<file path="src/hw/rtl/ffha_pkg.sv">
// Shared types, sizes and codes of the first-fit heap allocator.
// No dependencies; used by ffha_table_ram and first_fit_heap_allocator.
package ffha_pkg;

    localparam int MAX_BLOCKS   = 64;
    localparam int HEADER_BYTES = 8;

    localparam int ADDR_W = 32;
    localparam int REQ_W  = 25;
    localparam int SIZE_W = REQ_W + 1;
    localparam int IDX_W  = $clog2(MAX_BLOCKS);
    localparam int CNT_W  = $clog2(MAX_BLOCKS + 1);
    // running payload address: base plus a full table of sizes
    localparam int PAY_W  = ADDR_W + 2;

    localparam logic [ADDR_W-1:0] BASE_RESET  = 32'hA2C0_0000;
    localparam logic [ADDR_W-1:0] LIMIT_RESET = 32'hA400_0000;

    localparam logic OP_ALLOC   = 1'b0;
    localparam logic OP_RELEASE = 1'b1;

    localparam logic REG_HEAP_BASE  = 1'b0;
    localparam logic REG_HEAP_LIMIT = 1'b1;

    localparam logic [1:0] STAT_OK      = 2'd0;
    localparam logic [1:0] STAT_NOSPACE = 2'd1;
    localparam logic [1:0] STAT_BADFREE = 2'd2;

    typedef struct packed {
        logic              used;
        logic [SIZE_W-1:0] size;
    } entry_t;

    typedef struct packed {
        logic             en;
        logic [IDX_W-1:0] idx;
        entry_t           data;
    } tbl_wr_t;

endpackage

</file>
<file path="src/hw/rtl/ffha_table_ram.sv">
// Block table storage: one write port, one read port, registered read data.
// Depends on ffha_pkg for the entry and write-port types.
module ffha_table_ram (
    input  logic                    clk,
    input  ffha_pkg::tbl_wr_t       wr,
    input  logic [ffha_pkg::IDX_W-1:0] rd_idx,
    output ffha_pkg::entry_t        rd_data
);
    import ffha_pkg::*;

    entry_t mem [MAX_BLOCKS];

    always_ff @(posedge clk)
    begin
        if (wr.en)
        begin
            mem[wr.idx] <= wr.data;
        end
        rd_data <= mem[rd_idx];
    end

endmodule

</file>
<file path="src/hw/rtl/first_fit_heap_allocator.sv">
// First-fit heap allocator, top level. Holds the block table RAM (ffha_table_ram)
// and the scan sequencer. Depends on ffha_pkg.
//
// Usage: a transaction is accepted on a clock edge where start is high and busy
// is low. An allocate walks the block table from entry 0 and takes the first
// free block that holds request_size plus the header; if none fits it appends a
// block at the heap top, unless the table is full or the new top would pass the
// limit. A release walks the table looking for the block whose payload starts at
// release_address. The walk reads one table entry per cycle from a RAM with
// registered read data and ends at the first hit. The result appears in the cycle
// after the walk with done high for exactly one cycle; the receiver cannot stall
// it, and busy is already low in that cycle so the next transaction may be
// started at once. Blocks are never split or merged. Writing heap_base empties
// the heap; write the configuration only while busy is low and no result is
// pending.
module first_fit_heap_allocator (
    input  logic                        clk,
    input  logic                        rst_n,
    // configuration write port
    input  logic                        wr_en,
    input  logic                        wr_index,
    input  logic [ffha_pkg::ADDR_W-1:0] wr_data,
    // request
    input  logic                        start,
    output logic                        busy,
    input  logic                        operation,
    input  logic [ffha_pkg::REQ_W-1:0]  request_size,
    input  logic [ffha_pkg::ADDR_W-1:0] release_address,
    // result
    output logic                        done,
    output logic [1:0]                  status,
    output logic [ffha_pkg::ADDR_W-1:0] payload_address
);
    import ffha_pkg::*;

    typedef enum logic [1:0] {
        ST_IDLE = 2'b01,
        ST_SCAN = 2'b10
    } state_t;

    state_t state_reg, state_next;

    // configuration and heap bookkeeping
    logic [ADDR_W-1:0] base_reg, base_next;
    logic [ADDR_W-1:0] limit_reg, limit_next;
    logic [ADDR_W-1:0] top_reg, top_next;
    logic [CNT_W-1:0]  count_reg, count_next;

    // current transaction
    logic              op_reg, op_next;
    logic [SIZE_W-1:0] need_reg, need_next;
    logic [ADDR_W-1:0] addr_reg, addr_next;

    // scan pipeline: issue stage reads the RAM, check stage looks at the data
    logic [CNT_W-1:0]  issue_idx_reg, issue_idx_next;
    logic [IDX_W-1:0]  chk_idx_reg, chk_idx_next;
    logic              chk_vld_reg, chk_vld_next;
    // payload address of the entry in the check stage (its base + header)
    logic [PAY_W-1:0]  pay_reg, pay_next;

    // result registers
    logic              done_reg, done_next;
    logic [1:0]        status_reg, status_next;
    logic [ADDR_W-1:0] paddr_reg, paddr_next;

    tbl_wr_t           tbl_wr;
    entry_t            tbl_q;
    logic [IDX_W-1:0]  rd_idx;

    logic              alloc_hit;
    logic              rel_match;
    logic              scan_end;
    logic [ADDR_W:0]   new_top;

    ffha_table_ram u_table (
        .clk     (clk),
        .wr      (tbl_wr),
        .rd_idx  (rd_idx),
        .rd_data (tbl_q)
    );

    // Reads are issued every cycle; the data is only consumed while chk_vld_reg.
    // The only table write of a transaction happens on its final edge, so the
    // next transaction's first read already sees it.
    assign rd_idx = issue_idx_reg[IDX_W-1:0];

    assign alloc_hit = chk_vld_reg && (op_reg == OP_ALLOC) && !tbl_q.used
                       && (tbl_q.size >= need_reg);
    assign rel_match = chk_vld_reg && (op_reg == OP_RELEASE)
                       && (pay_reg == {{(PAY_W-ADDR_W){1'b0}}, addr_reg});
    assign scan_end  = !chk_vld_reg && (issue_idx_reg >= count_reg);
    assign new_top   = {1'b0, top_reg} + {{(ADDR_W+1-SIZE_W){1'b0}}, need_reg};

    always_comb
    begin
        state_next     = state_reg;
        base_next      = base_reg;
        limit_next     = limit_reg;
        top_next       = top_reg;
        count_next     = count_reg;
        op_next        = op_reg;
        need_next      = need_reg;
        addr_next      = addr_reg;
        issue_idx_next = issue_idx_reg;
        chk_idx_next   = chk_idx_reg;
        chk_vld_next   = 1'b0;
        pay_next       = pay_reg;
        done_next      = 1'b0;
        status_next    = status_reg;
        paddr_next     = paddr_reg;
        tbl_wr         = '0;

        unique case (state_reg)
            ST_IDLE:
            begin
                if (start)
                begin
                    op_next        = operation;
                    need_next      = {1'b0, request_size} + SIZE_W'(HEADER_BYTES);
                    addr_next      = release_address;
                    issue_idx_next = '0;
                    pay_next       = {{(PAY_W-ADDR_W){1'b0}}, base_reg}
                                     + PAY_W'(HEADER_BYTES);
                    state_next     = ST_SCAN;
                end
            end
            ST_SCAN:
            begin
                // issue stage
                if (issue_idx_reg < count_reg)
                begin
                    issue_idx_next = issue_idx_reg + 1'b1;
                    chk_idx_next   = issue_idx_reg[IDX_W-1:0];
                    chk_vld_next   = 1'b1;
                end

                // check stage
                if (alloc_hit)
                begin
                    tbl_wr.en        = 1'b1;
                    tbl_wr.idx       = chk_idx_reg;
                    tbl_wr.data.used = 1'b1;
                    tbl_wr.data.size = tbl_q.size;
                    status_next      = STAT_OK;
                    paddr_next       = pay_reg[ADDR_W-1:0];
                    done_next        = 1'b1;
                    state_next       = ST_IDLE;
                end
                else if (rel_match)
                begin
                    if (tbl_q.used)
                    begin
                        tbl_wr.en        = 1'b1;
                        tbl_wr.idx       = chk_idx_reg;
                        tbl_wr.data.used = 1'b0;
                        tbl_wr.data.size = tbl_q.size;
                        status_next      = STAT_OK;
                    end
                    else
                    begin
                        status_next = STAT_BADFREE;
                    end
                    paddr_next = '0;
                    done_next  = 1'b1;
                    state_next = ST_IDLE;
                end
                else if (chk_vld_reg)
                begin
                    pay_next = pay_reg + {{(PAY_W-SIZE_W){1'b0}}, tbl_q.size};
                end
                else if (scan_end)
                begin
                    // whole table walked without a hit
                    done_next  = 1'b1;
                    state_next = ST_IDLE;
                    paddr_next = '0;
                    if (op_reg == OP_RELEASE)
                    begin
                        status_next = STAT_BADFREE;
                    end
                    else if (count_reg == CNT_W'(MAX_BLOCKS))
                    begin
                        status_next = STAT_NOSPACE;
                    end
                    else if (new_top > {1'b0, limit_reg})
                    begin
                        status_next = STAT_NOSPACE;
                    end
                    else
                    begin
                        tbl_wr.en        = 1'b1;
                        tbl_wr.idx       = count_reg[IDX_W-1:0];
                        tbl_wr.data.used = 1'b1;
                        tbl_wr.data.size = need_reg;
                        count_next       = count_reg + 1'b1;
                        top_next         = new_top[ADDR_W-1:0];
                        status_next      = STAT_OK;
                        paddr_next       = top_reg + ADDR_W'(HEADER_BYTES);
                    end
                end
            end
            default:
            begin
                state_next = ST_IDLE;
            end
        endcase

        // configuration writes must arrive only while idle; the block does not check this
        if (wr_en)
        begin
            unique case (wr_index)
                REG_HEAP_BASE:
                begin
                    base_next  = wr_data;
                    top_next   = wr_data;
                    count_next = '0;
                end
                REG_HEAP_LIMIT:
                begin
                    limit_next = wr_data;
                end
                default:
                begin
                    limit_next = limit_reg;
                end
            endcase
        end
    end

    always_ff @(posedge clk or negedge rst_n)
    begin
        if (!rst_n)
        begin
            state_reg     <= ST_IDLE;
            base_reg      <= BASE_RESET;
            limit_reg     <= LIMIT_RESET;
            top_reg       <= BASE_RESET;
            count_reg     <= '0;
            issue_idx_reg <= '0;
            chk_vld_reg   <= 1'b0;
            done_reg      <= 1'b0;
        end
        else
        begin
            state_reg     <= state_next;
            base_reg      <= base_next;
            limit_reg     <= limit_next;
            top_reg       <= top_next;
            count_reg     <= count_next;
            issue_idx_reg <= issue_idx_next;
            chk_vld_reg   <= chk_vld_next;
            done_reg      <= done_next;
        end
    end

    always_ff @(posedge clk)
    begin
        op_reg      <= op_next;
        need_reg    <= need_next;
        addr_reg    <= addr_next;
        chk_idx_reg <= chk_idx_next;
        pay_reg     <= pay_next;
        status_reg  <= status_next;
        paddr_reg   <= paddr_next;
    end

    assign busy            = (state_reg != ST_IDLE);
    assign done            = done_reg;
    assign status          = status_reg;
    assign payload_address = paddr_reg;

`ifndef SYNTHESIS
    a_count_bound: assert property (@(posedge clk) disable iff (!rst_n)
        count_reg <= CNT_W'(MAX_BLOCKS))
        else $error("block count above table depth");

    a_chk_in_table: assert property (@(posedge clk) disable iff (!rst_n)
        chk_vld_reg |-> ({1'b0, chk_idx_reg} < count_reg))
        else $error("checking an entry beyond block count");

    a_done_after_scan: assert property (@(posedge clk) disable iff (!rst_n)
        done |-> $past(state_reg == ST_SCAN))
        else $error("result without a scan");

    a_fail_zero_addr: assert property (@(posedge clk) disable iff (!rst_n)
        (done && status != STAT_OK) |-> (payload_address == '0))
        else $error("failed transaction returned an address");

    a_release_zero_addr: assert property (@(posedge clk) disable iff (!rst_n)
        (done && op_reg == OP_RELEASE) |-> (payload_address == '0))
        else $error("release returned an address");
`endif

endmodule

</file>
<file path="config.mk">
export PLATFORM = sky130hd
export DESIGN_NAME = first_fit_heap_allocator
export DESIGN_NICKNAME = d
export VERILOG_FILES = /design/src/hw/rtl/ffha_pkg.sv /design/src/hw/rtl/ffha_table_ram.sv /design/src/hw/rtl/first_fit_heap_allocator.sv
export SDC_FILE = /design/constraint.sdc
export NUM_CORES = 2
export LEC_CHECK = 0
export ABC_AREA = 0
export BUFFER_PORTS_ARGS = -buffer_cell sky130_fd_sc_hd__clkbuf_2
export CAP_MARGIN = 20
export CORE_MARGIN = 2
export CORE_UTILIZATION = 35
export CTS_CLUSTER_SIZE = 12
export DETAILED_ROUTE_END_ITERATION = 8
export GPL_ROUTABILITY_DRIVEN = 0
export SLEW_MARGIN = 20
export SYNTH_ARGS = -nofsm -noshare
export SYNTH_HDL_FRONTEND = slang
export SYNTH_SLANG_ARGS = --single-unit
</file>
<file path="constraint.sdc">
create_clock -name clk -period 18.81 [get_ports clk]
set_input_delay 0.9405 -clock clk [delete_from_list [all_inputs] [get_ports clk]]
set_output_delay 0.9405 -clock clk [all_outputs]
set_load 0.05 [all_outputs]
</file>
=== Yosys cells after proc, flatten, opt, wreduce, memory -nomap -nowiden ===
Memory sizes are Yosys's and may differ from the RTL's. A register that Yosys moved wholly into a read port is not among the register bits.
Cells that the tools add are included.

* $add $sub $neg: 7
* Bitwise logic cells: 2
* Mux-type cells: 66
* $lt $le $gt $ge: 4
* Reductions and logical operators: 18
* Equal/unequal tests: 13

{| class="wikitable"
|+ Operators by type and width
! operator !! number
|-
| two-way mux 32 bit || 17
|-
| two-way mux 34 bit || 13
|-
| two-way mux 7 bit || 12
|-
| case mux 34 bit (2 select lines) || 1
|-
| adder 34 x 26 -> 34 bit || 1
|-
| equality test 34 x 32 -> 1 bit || 1
|-
| adder 32 x 26 -> 33 bit || 1
|-
| adder 32 x 4 -> 33 bit (second input constant) || 1
|-
| > comparator 33 x 32 -> 1 bit || 1
|-
| adder 32 x 4 -> 32 bit (second input constant) || 1
|-
| adder 25 x 4 -> 26 bit (second input constant) || 1
|-
| >= comparator 26 bit || 1
|-
| two-way mux 2 bit || 10
|-
| adder 7 x 1 -> 7 bit (second input constant) || 2
|-
| case mux 7 bit (2 select lines) || 1
|-
| two-way mux 1 bit || 11
|-
| != test 2 bit (second input constant) || 5
|-
| AND reduction 3 bit || 3
|-
| != test 4 bit (second input constant) || 2
|-
| AND reduction 2 bit || 4
|-
| equality test 7 bit (second input constant) || 1
|-
| >= comparator 7 bit || 1
|-
| < comparator 7 bit || 1
|-
| logical AND 1 bit || 6
|-
| 10 further kinds || 12
|}

* RAM bits: 1728
* Bits in registers: 247
* Output and inout bits: 36
* Memories kept: 1

{| class="wikitable"
|+ Memory list
! name !! depth !! bits a word !! rd ports !! clocked after memory_dff !! write ports !! RTL line !! text
|-
| u_table.mem || 64 || 27 || 1 || 1 || 1 || ffha_table_ram.sv:11 || <nowiki>entry_t mem [MAX_BLOCKS];</nowiki>
|}

=== Longest topological paths before layout ===
* Depth after elaboration: 12
* Depth in mapped cells: 25
* Gate-level depth less buffers: 23

=== Modules after synthesis ===
From an unflattened synthesis, not the netlist that was laid out.

* Cells, all modules: 4657
* Area, all modules: 82608.0 um^2

{| class="wikitable"
|+ Modules (own cells, without submodules)
! module !! cells an instance !! instances !! sequential area each (um^2) !! area each (um^2)
|-
| ffha_table_ram || 2992 || 1 || 52430.3 || 66620.1
|-
| first_fit_heap_allocator || 1665 || 1 || 6864.1 || 15987.8
|}

=== Worst setup path after synthesis ===
OpenSTA, ideal clock, no wires.

* Path type: register -> register
* From: reg top_reg[7]
* To: mem u_table.mem[57][0] in the netlist's numbering (enable)
* Library setup time: 0.445 ns
* Slack: 11.744 ns
* Cell stages (with the launch flop): 23
* Clock period less this slack: 7.066 ns
* Arrival time: 6.621 ns
* Path buffers: 1
* Data required time: 18.365 ns
* Cells stage by stage: dfrtp_1 ha_1 and4_1 and4_1 a32oi_1 a211oi_1 a211oi_1 o21ai_0 a32oi_1 nor2_1 xor2_1 ha_1 and3_1 a221oi_1 o21ai_0 a211o_1 a21oi_1 a21oi_1 nor3b_2 buf_4 a22o_2 nand2_2 nor3_1

* Longest elaborated chain between the ends: 12

{| class="wikitable"
|+ RTL lines
! item !! RTL line !! text
|-
| start: declaration || first_fit_heap_allocator.sv:46 || <nowiki>logic [ADDR_W-1:0] top_reg, top_next;</nowiki>
|-
| start signal: assignment || first_fit_heap_allocator.sv:248 || <nowiki>top_reg <= top_next;</nowiki>
|-
| adder 32 x 26 -> 33 bit (*) || first_fit_heap_allocator.sv:92 || <nowiki>assign new_top = {1'b0, top_reg} + {{(ADDR_W+1-SIZE_W){1'b0}}, need_reg};</nowiki>
|-
| > comparator 33 x 32 -> 1 bit (*) || first_fit_heap_allocator.sv:185 || <nowiki>else if (new_top > {1'b0, limit_reg})</nowiki>
|-
| two-way mux 34 bit (*) || first_fit_heap_allocator.sv:185 ||
|-
| two-way mux 34 bit (*) || first_fit_heap_allocator.sv:181 || <nowiki>else if (count_reg == CNT_W'(MAX_BLOCKS))</nowiki>
|-
| two-way mux 34 bit (*) || first_fit_heap_allocator.sv:177 || <nowiki>if (op_reg == OP_RELEASE)</nowiki>
|-
| two-way mux 34 bit (*) || first_fit_heap_allocator.sv:171 || <nowiki>else if (scan_end)</nowiki>
|-
| two-way mux 34 bit (*) || first_fit_heap_allocator.sv:167 || <nowiki>else if (chk_vld_reg)</nowiki>
|-
| two-way mux 34 bit (*) || first_fit_heap_allocator.sv:149 || <nowiki>else if (rel_match)</nowiki>
|-
| two-way mux 34 bit (*) || first_fit_heap_allocator.sv:138 || <nowiki>if (alloc_hit)</nowiki>
|-
| two-way mux 34 bit (*) || first_fit_heap_allocator.sv:113 || <nowiki>unique case (state_reg)</nowiki>
|-
| two-way mux 1 bit || ffha_table_ram.sv:15 || <nowiki>if (wr.en)</nowiki>
|-
| two-way mux 1 bit (not written as such) || ffha_table_ram.sv:17 || <nowiki>mem[wr.idx] <= wr.data;</nowiki>
|-
| end: declaration || ffha_table_ram.sv:11 ||
|}

Every way passes the cells marked *; elsewhere a longest branch is shown, timed or not.

=== Final worst setup path ===
* From: reg top_reg[5]
* To: mem u_table.mem[30][1] in the netlist's numbering (enable)

Same word-level chain as after synthesis.

==> results_tabular.tex <==
\begin{tabular}{lr}
\hline
Metric & Value \\
\hline
\multicolumn{2}{l}{\textbf{Route}} \\
\quad DRT Pass-1 Iters & 8 \\
\quad Via count of the routed design & 40800 \\
\quad Wire per inst & 27.0 um \\
\quad Antenna Nets Post-Route & 0 \\
\quad Via density & 5.34 \\
\quad Number of remaining DRC errors & 0 \\
\quad Detailed Route Iter0 Violations & 4494 \\
\quad Aggregate routed wire length & 207000 um \\
\multicolumn{2}{l}{\textbf{Synth}} \\
\quad Most used standard cells in the synthesized netlist & 1861 x edfxtp\_1, 567 x mux4\_2, 236 x nand2\_1 \\
\quad Area fraction of the dominant cell type after synthesis & 68.1\% \\
\quad Most used flip-flop cell after synthesis & edfxtp\_1 \\
\quad Leading post-synthesis cells by cell area & edfxtp\_1 68\%, mux4\_2 16\%, dfrtp\_1 3.0\%, ha\_1 1.9\%, nand2\_1 1.1\% \\
\quad Post-synthesis async set-or-reset flop share & 5.69\% \\
\quad Synthesized netlist net count & 4385 \\
\quad Number of instances in the synthesized netlist & 4164 \\
\quad Fraction of the yosys area taken by sequential cells & 72.3\% \\
\quad Combined area of all synthesized cells & 82000 um\^{}2 \\
\quad Avg Inst Size Synth & 19.7 um\^{}2 \\
\quad Cell taking the most area after synthesis & edfxtp\_1 \\
\quad Synth unique cells & 75 \\
\quad Post-synth EDFFs & 1861 \\
\quad Number of flip-flops and latches in the synthesized netlist & 2002 \\
\quad Synth Warn \# & 0 \\
\quad Most used standard cell by instance count after synthesis & edfxtp\_1 \\
\multicolumn{2}{l}{\textbf{Power}} \\
\quad Worst IR drop on VDD & 0.0000907 V \\
\quad LEAKAGE & 28.7 nW \\
\quad Areal power density over the cells & 103 nW/um\^{}2 \\
\multicolumn{2}{l}{\textbf{Clocking}} \\
\quad Buffer type at the clock tree root & clkbuf\_16 \\
\quad \# Post-CTS Setup Buffers & 0 \\
\quad Clock sinks & 2002 \\
\quad Worst-case clock buffer depth & 3 \\
\quad Number of CTS-inserted buffers & 200 \\
\quad Clock latency of the later-clocked register in the worst-skew pair & 0.84 ns \\
\quad CTS H-tree lvls & 4 \\
\quad Post-CTS clock slew at the launch and capture registers of the worst setup and hold paths & 0.06 ns \\
\quad Resized Gates After CTS & 0 \\
\quad Clock tree from TritonCTS & built \\
\quad Number of buffers added to fix hold violations after cts & 0 \\
\multicolumn{2}{l}{\textbf{Critical path}} \\
\quad Crit path max fanout & 27 \\
\quad WP buf/inv & 0 \\
\quad Largest stage delay on the critical path & 1.08 ns \\
\quad Setup Crit Path Kind & reg -> reg \\
\quad Launching element type of the critical path & flip-flop \\
\quad Worst path slowest cell & nor2\_4 \\
\quad Crit path DAT & 9.29 ns \\
\quad Data required time of the worst path & 19.26 ns \\
\quad Crit end category & flip-flop \\
\quad Family with the most delay on the worst path & compound AO/OA/AOI/OAI gates \\
\quad Cells along the critical path & ha\_1 > a21oi\_1 > o211ai\_1 > a32oi\_1 > a211oi\_1 > a211oi\_1 > o21ai\_0 > a32oi\_1 > nor2\_1 > xor2\_1 > ha\_1 > and3\_1 > a221oi\_1 > o21ai\_0 > a211o\_1 > a21oi\_1 > a21oi\_1 > nor2\_1 > ha\_1 > a22oi\_1 > nand2\_1 > nor2\_4 \\
\quad Number of cell instances on the worst register-to-register path & 22 \\
\quad Instance count on the critical path & 22 \\
\multicolumn{2}{l}{\textbf{Global routing}} \\
\quad First-pass GRT wire length & 296000 um \\
\quad Initial antenna violation count & 15 \\
\quad Largest net degree at the start of global routing & 105 \\
\quad Sum of overflow across all layers after global routing & 0 \\
\quad Aggregate global-route resource usage & 17.2\% \\
\quad Via count of the first global-routing pass & 40700 \\
\multicolumn{2}{l}{\textbf{STA}} \\
\quad Fmax & 113 MHz \\
\quad Portion of the clock cycle consumed by the worst path in the final layout & 47.0\% \\
\quad Normalized max-slew margin & 18.7\% \\
\quad Number of max-slew violations in the final report & 0 \\
\quad Hold violation total from the final report & 0 \\
\quad Worst setup margin & 9.97 ns \\
\quad Worst-Margin Slew & 1.21 ns \\
\quad Final count of negative-setup-slack endpoints & 0 \\
\quad Setup Total Neg Slack & 0 ns \\
\quad Setup repair after global routing missed its margin & no \\
\quad Final setup skew & 0.0618 ns \\
\quad Minimum period implied by the final worst setup slack & 8.84 ns \\
\multicolumn{2}{l}{\textbf{Placed design}} \\
\quad Number of buffers inserted by port buffering & 130 \\
\quad Sum of net half-perimeters after detailed placement & 127000 um \\
\quad Setup Slack @ Placement & 9.96 ns \\
\quad Placed Cells incl. Taps & 7299 \\
\multicolumn{2}{l}{\textbf{Worst hold path}} \\
\quad Class of the worst hold path & in -> async \\
\multicolumn{2}{l}{\textbf{Floorplanning}} \\
\quad Total die area & 238000 um\^{}2 \\
\quad Initial cell density of the core & 35.3\% \\
\quad Placeable core region & 233000 um\^{}2 \\
\quad Rows & 177 \\
\quad Overall die width & 488 um \\
\quad IO Pins & 131 \\
\quad Chip Height & 488 um \\
\multicolumn{2}{l}{\textbf{Layout}} \\
\quad Utilization after layout & 40.0\% \\
\quad Area growth from synthesis to layout & 13.4\% \\
\quad Layout cell share with drive strength beyond 1 & 26.0\% \\
\quad Number of standard cells in the layout, taps in and fillers out & 7651 \\
\quad Max reg flops & 1728 \\
\quad Net total in the final layout & 4598 \\
\multicolumn{2}{l}{\textbf{Status}} \\
\quad Outcome & complete, no violations \\
\multicolumn{2}{l}{\textbf{Flow run}} \\
\quad Max Cap Violations & 0 \\
\hline
\end{tabular}
[layout by cell type (no fill, tap or decap), drive strengths merged, types with 27 or more instances in the layout]
master / Yosys / layout
a22o: 35 / 35
xor2: 81 / 81
xnor2: 96 / 96
nor2: 145 / 145
dfxtp: 27 / 27
nand2: 237 / 237
mux2i: 27 / 27
a21oi: 79 / 79
mux2: 33 / 33
buf: 53 / 63
nand4: 33 / 33
clkbuf: 128 / 415
ha: 124 / 124
o21ai: 123 / 123
nand3: 58 / 58
edfxtp: 1861 / 1861
inv: 95 / 98
clkinv: 0 / 44
a21o: 32 / 32
dfrtp: 100 / 100
mux4: 567 / 567
[metal layers]
layer	GRT usage, %	part of all wire [%]	wire, um	up-vias
li1	-	-	-	17400
met1	26.0	46	94500	21700
met2	26.1	46	94100	1437
met3	2.91	6.7	13900	237
met4	3.85	1.9	3970	4
met5	0	0.013	27	-
[final timing paths]
path                                          start                  to  slack (ns)
worst max-delay path                     top_reg[5]  u_table.mem[30][1]        9.97
worst min-delay path                          rst_n        base_reg[10]        0.19
worst max register to register           top_reg[5]  u_table.mem[30][1]        9.97
worst min register to register         base_reg[31]        base_reg[31]        0.48
max in group asynchronous                     rst_n    issue_idx_reg[1]       17.21
min in group clk                release_address[14]        addr_reg[14]        0.32
[cells by family after synthesis]
| group | Yosys count | synth area share [%] |
|---|---|---|
| buf+inv | 276 | 1.31 |
| xor+xnor | 177 | 1.89 |
| compound gates | 353 | 2.79 |
| flops | 2002 | 72.3 |
| mux | 627 | 16.3 |
| fa+ha+maj | 126 | 1.94 |
| simple gates | 603 | 3.47 |
[power by group]
group,switching (mW),internal [mW]
clock network,1.65,2.01
registers,0.0826,4.93
logic,0.530,0.364
[final cells by class]
type                       count  area, um^2
antenna                        9        22.5
sequential                  2002       59300
tap                         3132        3920
clock inverter                49         433
timing repair buffer         192        1300
inverter                      95         357
clock buffer                 286        5420
multi-input combinational   1886       22200
fill                       20500      140000
[per-stage QoR]
stage          hold WS, ns  cell area (um^2)  total power [mW]
2_1_floorplan        0.446             82000              5.69
3_5_place_dp         0.466             86900              5.99
5_1_grt              0.208             93000              9.90
3_3_place_gp         0.465             86900              5.98
4_1_cts              0.164             92800              9.63
6_report             0.187             93000              9.56
No activity file was read; power rests on OpenSTA's default activity.
